`config.mk`:
```
export PLATFORM = sky130hd
export DESIGN_NAME = fully_assoc_lru_data_cache_unit
export DESIGN_NICKNAME = d
export VERILOG_FILES = /design/src/rtl/falc_pkg.sv /design/src/rtl/falc_entry_store.sv /design/src/rtl/falc_cmp_unit.sv /design/src/rtl/fully_assoc_lru_data_cache_unit.sv
export SDC_FILE = /design/constraint.sdc
export NUM_CORES = 1
export LEC_CHECK = 0
export BUFFER_PORTS_ARGS = -buffer_cell sky130_fd_sc_hd__buf_2
export CAP_MARGIN = 0
export CORE_MARGIN = 2
export CORE_UTILIZATION = 50
export CTS_CLUSTER_DIAMETER = 100
export DETAILED_ROUTE_END_ITERATION = 10
export PLACE_DENSITY = 0.67
export SYNTH_ARGS = -nofsm -noshare
export SYNTH_HDL_FRONTEND = slang
export SYNTH_HIERARCHICAL = 1
export SYNTH_SLANG_ARGS = --single-unit
```
`constraint.sdc`:
```
create_clock -name clk -period 16.1 [get_ports clk]
set_input_delay 1.61 -clock clk [delete_from_list [all_inputs] [get_ports clk]]
set_output_delay 1.61 -clock clk [all_outputs]
set_load 0.01 [all_outputs]
```
`src/rtl/falc_pkg.sv`:
```
// Shared types, sizes and action codes for the fully associative LRU cache.
package falc_pkg;

    localparam int ENTRIES     = 8;
    localparam int BLOCK_BYTES = 4;
    localparam int IDX_W       = (ENTRIES > 1) ? $clog2(ENTRIES) : 1;
    localparam int OFFSET_W    = (BLOCK_BYTES > 1) ? $clog2(BLOCK_BYTES) : 0;
    localparam int ADDR_W      = 16;
    localparam int TAG_W       = 14;
    localparam int DATA_W      = 32;
    localparam int STAMP_W     = 32;
    localparam int CNT_W       = 32;

    localparam logic [IDX_W-1:0] LAST_IDX = IDX_W'(ENTRIES - 1);

    typedef enum logic [1:0] {
        ACT_LOOKUP     = 2'd0,
        ACT_INSERT     = 2'd1,
        ACT_INVALIDATE = 2'd2,
        ACT_CLEAR      = 2'd3
    } action_t;

    // Write request into the entry store
    typedef struct packed {
        logic               fill_en;   // write valid, tag, block and stamp
        logic               stamp_en;  // restamp only
        logic               inv_all;   // clear every valid bit
        logic [IDX_W-1:0]   idx;
        logic [TAG_W-1:0]   tag;
        logic [DATA_W-1:0]  block;
        logic [STAMP_W-1:0] stamp;
    } store_wr_t;

    // Contents of the entry under the scan pointer
    typedef struct packed {
        logic               valid;
        logic [TAG_W-1:0]   tag;
        logic [DATA_W-1:0]  block;
        logic [STAMP_W-1:0] stamp;
    } entry_rd_t;

    // Result of the shared compare unit
    typedef struct packed {
        logic tag_eq;
        logic stamp_lt;
    } cmp_res_t;

    // Extract the block tag from a byte address
    function automatic logic [TAG_W-1:0] block_tag(input logic [ADDR_W-1:0] address);
        block_tag = TAG_W'(address >> OFFSET_W);
    endfunction

endpackage

```
`src/rtl/falc_entry_store.sv`:
```
// Entry store: valid bits, tags, blocks and LRU stamps with one scan read port.
module falc_entry_store
    import falc_pkg::*;
(
    input  logic             clk,
    input  logic             rst_n,
    input  store_wr_t        wr,
    input  logic [IDX_W-1:0] rd_idx,
    output entry_rd_t        rd
);

    logic [ENTRIES-1:0] valid_reg;
    logic [STAMP_W-1:0] stamp_reg [ENTRIES];
    logic [TAG_W-1:0]   tag_reg   [ENTRIES];
    logic [DATA_W-1:0]  block_reg [ENTRIES];

    // Update valid bits and stamps
    always_ff @(posedge clk or negedge rst_n)
    begin
        if (!rst_n)
        begin
            valid_reg <= '0;
            for (int i = 0; i < ENTRIES; i++)
            begin
                stamp_reg[i] <= '0;
            end
        end
        else
        begin
            if (wr.inv_all)
            begin
                valid_reg <= '0;
            end
            else if (wr.fill_en)
            begin
                valid_reg[wr.idx] <= 1'b1;
            end
            if (wr.fill_en || wr.stamp_en)
            begin
                stamp_reg[wr.idx] <= wr.stamp;
            end
        end
    end

    // Write tag and block payload on a fill
    always_ff @(posedge clk)
    begin
        if (wr.fill_en)
        begin
            tag_reg[wr.idx]   <= wr.tag;
            block_reg[wr.idx] <= wr.block;
        end
    end

    // Read the entry under the scan pointer
    assign rd.valid = valid_reg[rd_idx];
    assign rd.tag   = tag_reg[rd_idx];
    assign rd.block = block_reg[rd_idx];
    assign rd.stamp = stamp_reg[rd_idx];

endmodule

```
`src/rtl/falc_cmp_unit.sv`:
```
// Shared compare unit: tag match and stamp ordering for one entry per cycle.
module falc_cmp_unit
    import falc_pkg::*;
(
    input  logic [TAG_W-1:0]   req_tag,
    input  logic [TAG_W-1:0]   entry_tag,
    input  logic [STAMP_W-1:0] entry_stamp,
    input  logic [STAMP_W-1:0] best_stamp,
    output cmp_res_t           res
);

    // Compare the scanned entry against the request tag and the best stamp
    assign res.tag_eq   = (req_tag == entry_tag);
    assign res.stamp_lt = (entry_stamp < best_stamp);

endmodule

```
`src/rtl/fully_assoc_lru_data_cache_unit.sv`:
```
// Top level: request sequencer, statistics and output register of the LRU cache.
//
// Usage:
//   Requests arrive on the s_* stream: s_tuser carries the action (lookup,
//   insert, invalidate all, clear statistics), s_tdata the address and the
//   fill block. One result per request leaves on the m_* stream: m_tuser
//   carries the hit flag, m_tdata the read block and both saturating totals.
//   A lookup or insert walks the entries one per cycle through a single
//   compare unit; a lookup stops at the first match, an insert at the first
//   free entry, otherwise it visits all entries to find the oldest stamp.
//   Invalidate and clear go from capture straight to the commit step, lookup
//   and insert pass through the scan first. s_tready is high only while no
//   request is in work, so no new request is taken before the last one
//   has committed.
//   A finished result waits in the output register while the next request
//   is taken; if the receiver stalls, the sequencer holds at its final step
//   until the register frees up. Reset clears all valid bits, stamps, the
//   stamp counter and both totals; tags and blocks are written before use.
module fully_assoc_lru_data_cache_unit
    import falc_pkg::*;
(
    input  logic        clk,
    input  logic        rst_n,
    input  logic        s_tvalid,
    output logic        s_tready,
    input  logic [47:0] s_tdata,   // [15:0] address, [47:16] fill_block
    input  logic [1:0]  s_tuser,   // [1:0] action
    output logic        m_tvalid,
    input  logic        m_tready,
    output logic [95:0] m_tdata,   // [31:0] read_block, [63:32] hit_total, [95:64] miss_total
    output logic [0:0]  m_tuser    // [0] hit
);

    typedef enum logic [2:0] {
        ST_IDLE = 3'b001,
        ST_SCAN = 3'b010,
        ST_DONE = 3'b100
    } state_t;

    state_t             state_reg,     state_next;
    action_t            action_reg,    action_next;
    logic [TAG_W-1:0]   tag_reg,       tag_next;
    logic [DATA_W-1:0]  fill_reg,      fill_next;
    logic [IDX_W-1:0]   scan_idx_reg,  scan_idx_next;
    logic [IDX_W-1:0]   sel_idx_reg,   sel_idx_next;
    logic               found_reg,     found_next;
    logic [DATA_W-1:0]  sel_block_reg, sel_block_next;
    logic [STAMP_W-1:0] best_reg,      best_next;
    logic [STAMP_W-1:0] stamp_cnt_reg, stamp_cnt_next;
    logic [CNT_W-1:0]   hit_cnt_reg,   hit_cnt_next;
    logic [CNT_W-1:0]   miss_cnt_reg,  miss_cnt_next;
    logic               out_valid_reg, out_valid_next;
    logic               out_hit_reg,   out_hit_next;
    logic [DATA_W-1:0]  out_block_reg, out_block_next;
    logic [CNT_W-1:0]   out_hits_reg,  out_hits_next;
    logic [CNT_W-1:0]   out_miss_reg,  out_miss_next;

    store_wr_t wr;
    entry_rd_t rd;
    cmp_res_t  cmp;
    logic      in_xfer;
    logic      finish;
    logic      last_idx;

    falc_entry_store u_store (
        .clk    (clk),
        .rst_n  (rst_n),
        .wr     (wr),
        .rd_idx (scan_idx_reg),
        .rd     (rd)
    );

    falc_cmp_unit u_cmp (
        .req_tag     (tag_reg),
        .entry_tag   (rd.tag),
        .entry_stamp (rd.stamp),
        .best_stamp  (best_reg),
        .res         (cmp)
    );

    assign s_tready = (state_reg == ST_IDLE);
    assign in_xfer  = s_tvalid && s_tready;
    assign finish   = (state_reg == ST_DONE) && (!out_valid_reg || m_tready);
    assign last_idx = (scan_idx_reg == LAST_IDX);

    // Sequence one request: capture, scan, commit
    always_comb
    begin
        state_next     = state_reg;
        action_next    = action_reg;
        tag_next       = tag_reg;
        fill_next      = fill_reg;
        scan_idx_next  = scan_idx_reg;
        sel_idx_next   = sel_idx_reg;
        found_next     = found_reg;
        sel_block_next = sel_block_reg;
        best_next      = best_reg;
        stamp_cnt_next = stamp_cnt_reg;
        hit_cnt_next   = hit_cnt_reg;
        miss_cnt_next  = miss_cnt_reg;
        out_valid_next = out_valid_reg && !m_tready;
        out_hit_next   = out_hit_reg;
        out_block_next = out_block_reg;
        out_hits_next  = out_hits_reg;
        out_miss_next  = out_miss_reg;

        wr          = '0;
        wr.idx      = sel_idx_reg;
        wr.tag      = tag_reg;
        wr.block    = fill_reg;
        wr.stamp    = stamp_cnt_reg;

        unique case (state_reg)
            ST_IDLE:
            begin
                if (in_xfer)
                begin
                    action_next   = action_t'(s_tuser);
                    tag_next      = block_tag(s_tdata[15:0]);
                    fill_next     = s_tdata[47:16];
                    scan_idx_next = '0;
                    sel_idx_next  = '0;
                    found_next    = 1'b0;
                    if (action_t'(s_tuser) == ACT_LOOKUP || action_t'(s_tuser) == ACT_INSERT)
                    begin
                        state_next = ST_SCAN;
                    end
                    else
                    begin
                        state_next = ST_DONE;
                    end
                end
            end

            ST_SCAN:
            begin
                if (action_reg == ACT_LOOKUP)
                begin
                    // Stop at the lowest matching valid entry
                    if (rd.valid && cmp.tag_eq)
                    begin
                        found_next     = 1'b1;
                        sel_idx_next   = scan_idx_reg;
                        sel_block_next = rd.block;
                        state_next     = ST_DONE;
                    end
                    else if (last_idx)
                    begin
                        state_next = ST_DONE;
                    end
                    else
                    begin
                        scan_idx_next = scan_idx_reg + 1'b1;
                    end
                end
                else
                begin
                    // Take the first free entry, else track the oldest stamp
                    if (!rd.valid)
                    begin
                        sel_idx_next = scan_idx_reg;
                        state_next   = ST_DONE;
                    end
                    else
                    begin
                        if (scan_idx_reg == '0 || cmp.stamp_lt)
                        begin
                            sel_idx_next = scan_idx_reg;
                            best_next    = rd.stamp;
                        end
                        if (last_idx)
                        begin
                            state_next = ST_DONE;
                        end
                        else
                        begin
                            scan_idx_next = scan_idx_reg + 1'b1;
                        end
                    end
                end
            end

            ST_DONE:
            begin
                if (finish)
                begin
                    unique case (action_reg)
                        ACT_LOOKUP:
                        begin
                            if (found_reg)
                            begin
                                wr.stamp_en    = 1'b1;
                                stamp_cnt_next = stamp_cnt_reg + 1'b1;
                                if (hit_cnt_reg != '1)
                                begin
                                    hit_cnt_next = hit_cnt_reg + 1'b1;
                                end
                            end
                            else if (miss_cnt_reg != '1)
                            begin
                                miss_cnt_next = miss_cnt_reg + 1'b1;
                            end
                        end
                        ACT_INSERT:
                        begin
                            wr.fill_en     = 1'b1;
                            stamp_cnt_next = stamp_cnt_reg + 1'b1;
                        end
                        ACT_INVALIDATE:
                        begin
                            wr.inv_all = 1'b1;
                        end
                        ACT_CLEAR:
                        begin
                            hit_cnt_next  = '0;
                            miss_cnt_next = '0;
                        end
                        default:
                        begin
                            hit_cnt_next = hit_cnt_reg;
                        end
                    endcase

                    // Load the result register
                    out_valid_next = 1'b1;
                    out_hit_next   = (action_reg == ACT_LOOKUP) && found_reg;
                    out_block_next = ((action_reg == ACT_LOOKUP) && found_reg) ?
                                     sel_block_reg : '0;
                    out_hits_next  = hit_cnt_next;
                    out_miss_next  = miss_cnt_next;
                    state_next     = ST_IDLE;
                end
            end

            default:
            begin
                state_next = ST_IDLE;
            end
        endcase
    end

    // Hold control state and counters
    always_ff @(posedge clk or negedge rst_n)
    begin
        if (!rst_n)
        begin
            state_reg     <= ST_IDLE;
            stamp_cnt_reg <= '0;
            hit_cnt_reg   <= '0;
            miss_cnt_reg  <= '0;
            out_valid_reg <= 1'b0;
        end
        else
        begin
            state_reg     <= state_next;
            stamp_cnt_reg <= stamp_cnt_next;
            hit_cnt_reg   <= hit_cnt_next;
            miss_cnt_reg  <= miss_cnt_next;
            out_valid_reg <= out_valid_next;
        end
    end

    // Hold request and result payload
    always_ff @(posedge clk)
    begin
        action_reg    <= action_next;
        tag_reg       <= tag_next;
        fill_reg      <= fill_next;
        scan_idx_reg  <= scan_idx_next;
        sel_idx_reg   <= sel_idx_next;
        found_reg     <= found_next;
        sel_block_reg <= sel_block_next;
        best_reg      <= best_next;
        out_hit_reg   <= out_hit_next;
        out_block_reg <= out_block_next;
        out_hits_reg  <= out_hits_next;
        out_miss_reg  <= out_miss_next;
    end

    assign m_tvalid   = out_valid_reg;
    assign m_tuser[0] = out_hit_reg;
    assign m_tdata    = {out_miss_reg, out_hits_reg, out_block_reg};

`ifndef SYNTH
    a_busy_after_transfer: assert property (@(posedge clk) disable iff (!rst_n)
        in_xfer |=> !s_tready)
        else $error("request taken while a request is in work");

    a_hit_only_on_lookup: assert property (@(posedge clk) disable iff (!rst_n)
        (finish && out_hit_next) |-> (action_reg == ACT_LOOKUP))
        else $error("hit reported for a non-lookup request");

    a_result_from_commit: assert property (@(posedge clk) disable iff (!rst_n)
        $rose(out_valid_reg) |-> $past(state_reg == ST_DONE))
        else $error("result loaded outside the commit step");

    a_hits_drop_on_clear: assert property (@(posedge clk) disable iff (!rst_n)
        (finish && (hit_cnt_next < hit_cnt_reg)) |-> (action_reg == ACT_CLEAR))
        else $error("hit total decreased without a clear");
`endif

endmodule

```
=== Yosys cells after proc, flatten, opt, wreduce, memory -nomap -nowiden ===
Memories as Yosys holds them, arrays and structs flattened. A register that Yosys moved wholly into a read port is not among the register bits.
Cells that the tools add are included.

* Add/subtract/negate cells: 4
* $lt $le $gt $ge: 7
* Eq/ne operators: 20
* Muxes and demuxes: 54
* Bitwise operators: 4
* Reductions and logical operators: 28

{| class="wikitable"
|+ Operators by type and width
! operator !! count
|-
| $bwmux W256 || 1
|-
| $mux W32 || 8
|-
| $pmux W32 S2 || 3
|-
| $add A32 B1 Y32 const B || 3
|-
| $bmux W32 S3 || 1
|-
| $demux W32 S3 || 1
|-
| $ne A32 B32 Y1 const B || 2
|-
| $mux W3 || 19
|-
| $lt A32 B32 Y1 || 1
|-
| $reduce_and A4 Y1 || 5
|-
| $mux W8 || 2
|-
| $eq A14 B14 Y1 || 1
|-
| $mux W1 || 13
|-
| $pmux W3 S2 || 2
|-
| $ne A3 B3 Y1 const B || 3
|-
| $pmux W3 S3 || 1
|-
| $ge A4 B4 Y1 const B || 2
|-
| $lt A3 B4 Y1 const B || 2
|-
| $ne A2 B2 Y1 const B || 4
|-
| $not A3 Y4 || 2
|-
| $or A8 B8 Y8 || 1
|-
| $logic_and A1 B1 Y1 || 7
|-
| $eq A3 B3 Y1 const B || 2
|-
| $reduce_and A2 Y1 || 3
|-
| 19 further kinds || 28
|}

* Flip-flop bits (word level): 548
* Memory bits (writable): 368
* Input port bits: 54
* Word-level logic and storage cells: 144
* Memories: 2

{| class="wikitable"
|+ Memory list
! name !! depth !! bits a word !! rd ports !! clocked after memory_dff !! write ports !! line !! RTL
|-
| u_store.block_reg || 8 || 32 || 1 || 1 || 1 || falc_entry_store.sv:15 || <nowiki>logic [DATA_W-1:0] block_reg [ENTRIES];</nowiki>
|-
| u_store.tag_reg || 8 || 14 || 1 || 1 || 1 || falc_entry_store.sv:14 || <nowiki>logic [TAG_W-1:0] tag_reg [ENTRIES];</nowiki>
|}

=== Logic depth before layout (Yosys ltp) ===
* Depth after elaboration: 10
* Gate-level depth with buffers: 15
* Depth with buffers taken out: 12

=== By module ===
The synthesis kept the hierarchy.

{| class="wikitable"
|+ Modules (own cells, without submodules)
! module !! instances !! cells an instance !! area an instance (um^2) !! seq. area each (um^2)
|-
| falc_entry_store || 1 || 1240 || 25642.1 || 17656.9
|-
| fully_assoc_lru_data_cache_unit || 1 || 1143 || 13879.6 || 8989.9
|-
| falc_cmp_unit || 1 || 128 || 950.9 || 0.0
|}

=== Worst setup path after synthesis ===
Ideal clock, no wire load.

* Path kind: input-to-reg
* Start point: input port m_tready
* End point: memory u_store.block_reg[4][0], enable pin
* Library setup time: 507 ps
* Arrival time: 5472 ps
* Data required time: 15593 ps
* Setup slack: 10121 ps
* Cell stages on the path: 5
* Buffers on the path: 1
* Cell sequence: nand2b_1 > clkbuf_1 > and3_1 > nand2_1 > nor3_1

{| class="wikitable"
|+ RTL lines
! item !! line !! RTL
|-
| start, declared || fully_assoc_lru_data_cache_unit.sv:29 || <nowiki>input logic m_tready,</nowiki>
|-
| end, declared || falc_entry_store.sv:15 ||
|}

==> impl_metrics.yaml <==
clock_network:
  clock_latency_ns: 0.67
  cts_buffer_depth: 3
  holdBufCountCts: 0
  htree_levels: 3
  postCtsSetupBuffers: 0
  clk_pin_slew_ns: 0.06
  cts-buffers-inserted: 98
  clock-sinks: 948
  cts_tree: "built"
  cts_resized: 0
  cts_root_buf: "clkbuf_16"
pwr:
  power_density_mw_per_mm2: 143.2
  ir_worst_vdd_v: 0.0001063
  power_leakage_nw: 17.79
floorplan:
  initial_core_util: 0.5041
  core_mm2: 0.08029
  die_w_um: 288.5
  io_pins: 153
  rows: 104
  die_h_um: 288.5
  die_area_mm2: 0.08324
setup_path:
  endpoint_kind: "flip-flop"
  crit_family: "buffers and inverters"
  crit_type: "reg2reg"
  crit_arrival_ns: 5.52
  path_buf_inv: 2
  critPathSlowestCell: "buf_4"
  slowest_delay_ns: 0.63
  cp_cell_sequence: "buf_4 > buf_12 > mux4_2 > mux2_2 > ha_1 > nand2_1 > nor3_1 > nor4b_1 > or4_1 > a21oi_1 > a21oi_1 > nand2_1 > a21boi_0 > o31ai_1"
  crit_required_ns: 16.37
  startpoint_type: "flip-flop"
  cp_max_fo: 89
timing:
  hold_violations: 0
  rsz0062_at_grt: "false"
  setup_tns_ns: 0
  drv_slew: 0
  relSlewSlack: 0.3124
  worst_pin_slew_ns: 1.031
  fin_crit_ns: 5.248
  period_share: 0.3260
  setup_slack_ns: 10.85
  fin_worst_skew_ns: 0.04244
  setup_viol_count_final: 0
  fmax_mhz: 190.6
placed_design:
  pre_cts_slack_ns: 10.67
  place_congestion: 0.8932
  dp_hpwl_mm: 48.33
  io_buffer_count: 150
detailed_routing:
  wl_per_cell_um: 22.71
  wl_mm: 86.45
  vias_per_cell: 5.919
  vias: 22540
  drc: 0
  final_antenna_net_count: 0
  drt-initial-drc-count: 1960
  drtPass1Iterations: 5
yosys:
  yosysUniqueCellTypes: 75
  synth_top_area_share: 0.4333
  synth.area.top_cells: "edfxtp_1 (43%), dfrtp_1 (22%), mux4_2 (8.8%)"
  synthArstFlopShare: 0.3840
  yosysTopAreaCell: "edfxtp_1"
  yosysWarnings: 6
  postSynthAreaPerCell_um2: 16.12
  synth.net_count: 2604
  synth_area_mm2: 0.04047
  synth_seq_cells: 948
  ys.flop_type: "edfxtp_1"
  synth.yosys.seq_area_share: 0.6584
  synth-edff-count: 584
  syn_inst: 2511
layout:
  nNetsFinal: 2751
  area_growth_pct: 12.64
  final_cell_mix: "edfxtp_1 (584), dfrtp_1 (363), mux2_2 (281)"
  drive_above_1_share: 0.3025
  fillers: 6117
  layout_commonest_cell: "edfxtp_1"
grt:
  antenna_found_initial: 5
  grt_pass1_wl_mm: 135.6
  first_global_vias: 23430
  grtUsageTotal: 0.2113
  grt-ovfl-total: 0
  grt_start_max_net_pins: 137
flow_run:
  max-cap-violations: 0
outcome:
  run_status: "finished, final reports clean"
min_path:
  hp-class: "reg2reg"
-- logic make-up (layout without fill, tap and decap cells) --
group                    after synthesis  in the layout  synth area share
multiplexers                         503            503            0.1837
AO/OA/AOI/OAI                        205            205           0.03379
adder cells (fa/ha/maj)               39             39           0.01206
other                                  0              3                 0
flip-flops                           948            948            0.6584
buffers and inverters                207            440           0.02405
AND/OR/NAND/NOR                      539            539           0.07290
XOR/XNOR                              70             70           0.01515
-- final cells by class --
type	count	area (µm²)	area share
Antenna cell	3	7.507	0.0001647
Clock buffer	130	2683	0.05884
Clock inverter	56	610.6	0.01339
Inverter	63	239.0	0.005242
Multi-Input combinational cell	1356	12980	0.2848
Sequential cell	948	26650	0.5845
Tap cell	1060	1326	0.02909
Timing Repair Buffer	191	1094	0.02399
-- power breakdown --
group	leakage, nW	switching (W)	internal, W
clock	1.62	0.000957	0.00131
sequential	10.2	0.000185	0.00288
combinational	5.98	0.000695	0.000494
total	17.8	0.00184	0.00469
-- final timing paths --
check | startpoint | to | slack (ns) | depth (start not counted)
max | scan_idx_reg[0] | sel_idx_reg[0] | 10.85 | 14
min | u_store/stamp_reg[147] | u_store/stamp_reg[147] | 0.48 | 1
max reg2reg | scan_idx_reg[0] | sel_idx_reg[0] | 10.85 | 14
min reg2reg | u_store/stamp_reg[147] | u_store/stamp_reg[147] | 0.48 | 1
max in group asynchronous | rst_n | miss_cnt_reg[21] | 12.41 | 3
min in group asynchronous | rst_n | u_store/stamp_reg[241] | 1.09 | 1
-- layer usage --
layer	GRT usage	vias up	wire (µm)
li1	-	10030	-
met1	0.2944	11730	37260
met2	0.3452	619	42160
met3	0.03349	156	4854
met4	0.06464	6	2140
met5	0	-	32
-- stage by stage --
step / instance area [µm²] / utilization / total power, W / std cells / hold WS, ns
final: 45590 / 0.5678 / 0.006528 / 3807 / 0.4826
after global routing: 45580 / 0.5677 / 0.006820 / 3804 / 0.5069
after CTS: 45580 / 0.5677 / 0.006588 / 3804 / 0.4878
after detailed placement: 42290 / 0.5267 / 0.004309 / 3618 / 0.4744
after global placement: 42290 / 0.5267 / 0.004255 / 3618 / 0.4616
after floorplan: 40470 / - / 0.003942 / 2511 / 0.4524
-- synth_stat cells, drive strengths merged (7+ instances only) --
cell and instances:
a21o 9, a21oi 51, and2 8, and3 49
and4 18, buf 82, clkbuf 62, dfrtp 363
edfxtp 584, ha 39, inv 62, mux2 337
mux2i 8, mux4 158, nand2 113, nand2b 13
nand3 60, nand4 41, nor2 80, nor3 38
nor4 20, o211ai 33, o21ai 45, o311ai 11
o31ai 14, or2 7, or3 24, or4 47
xnor2 44, xor2 26
(Power assumes the default switching activity.)
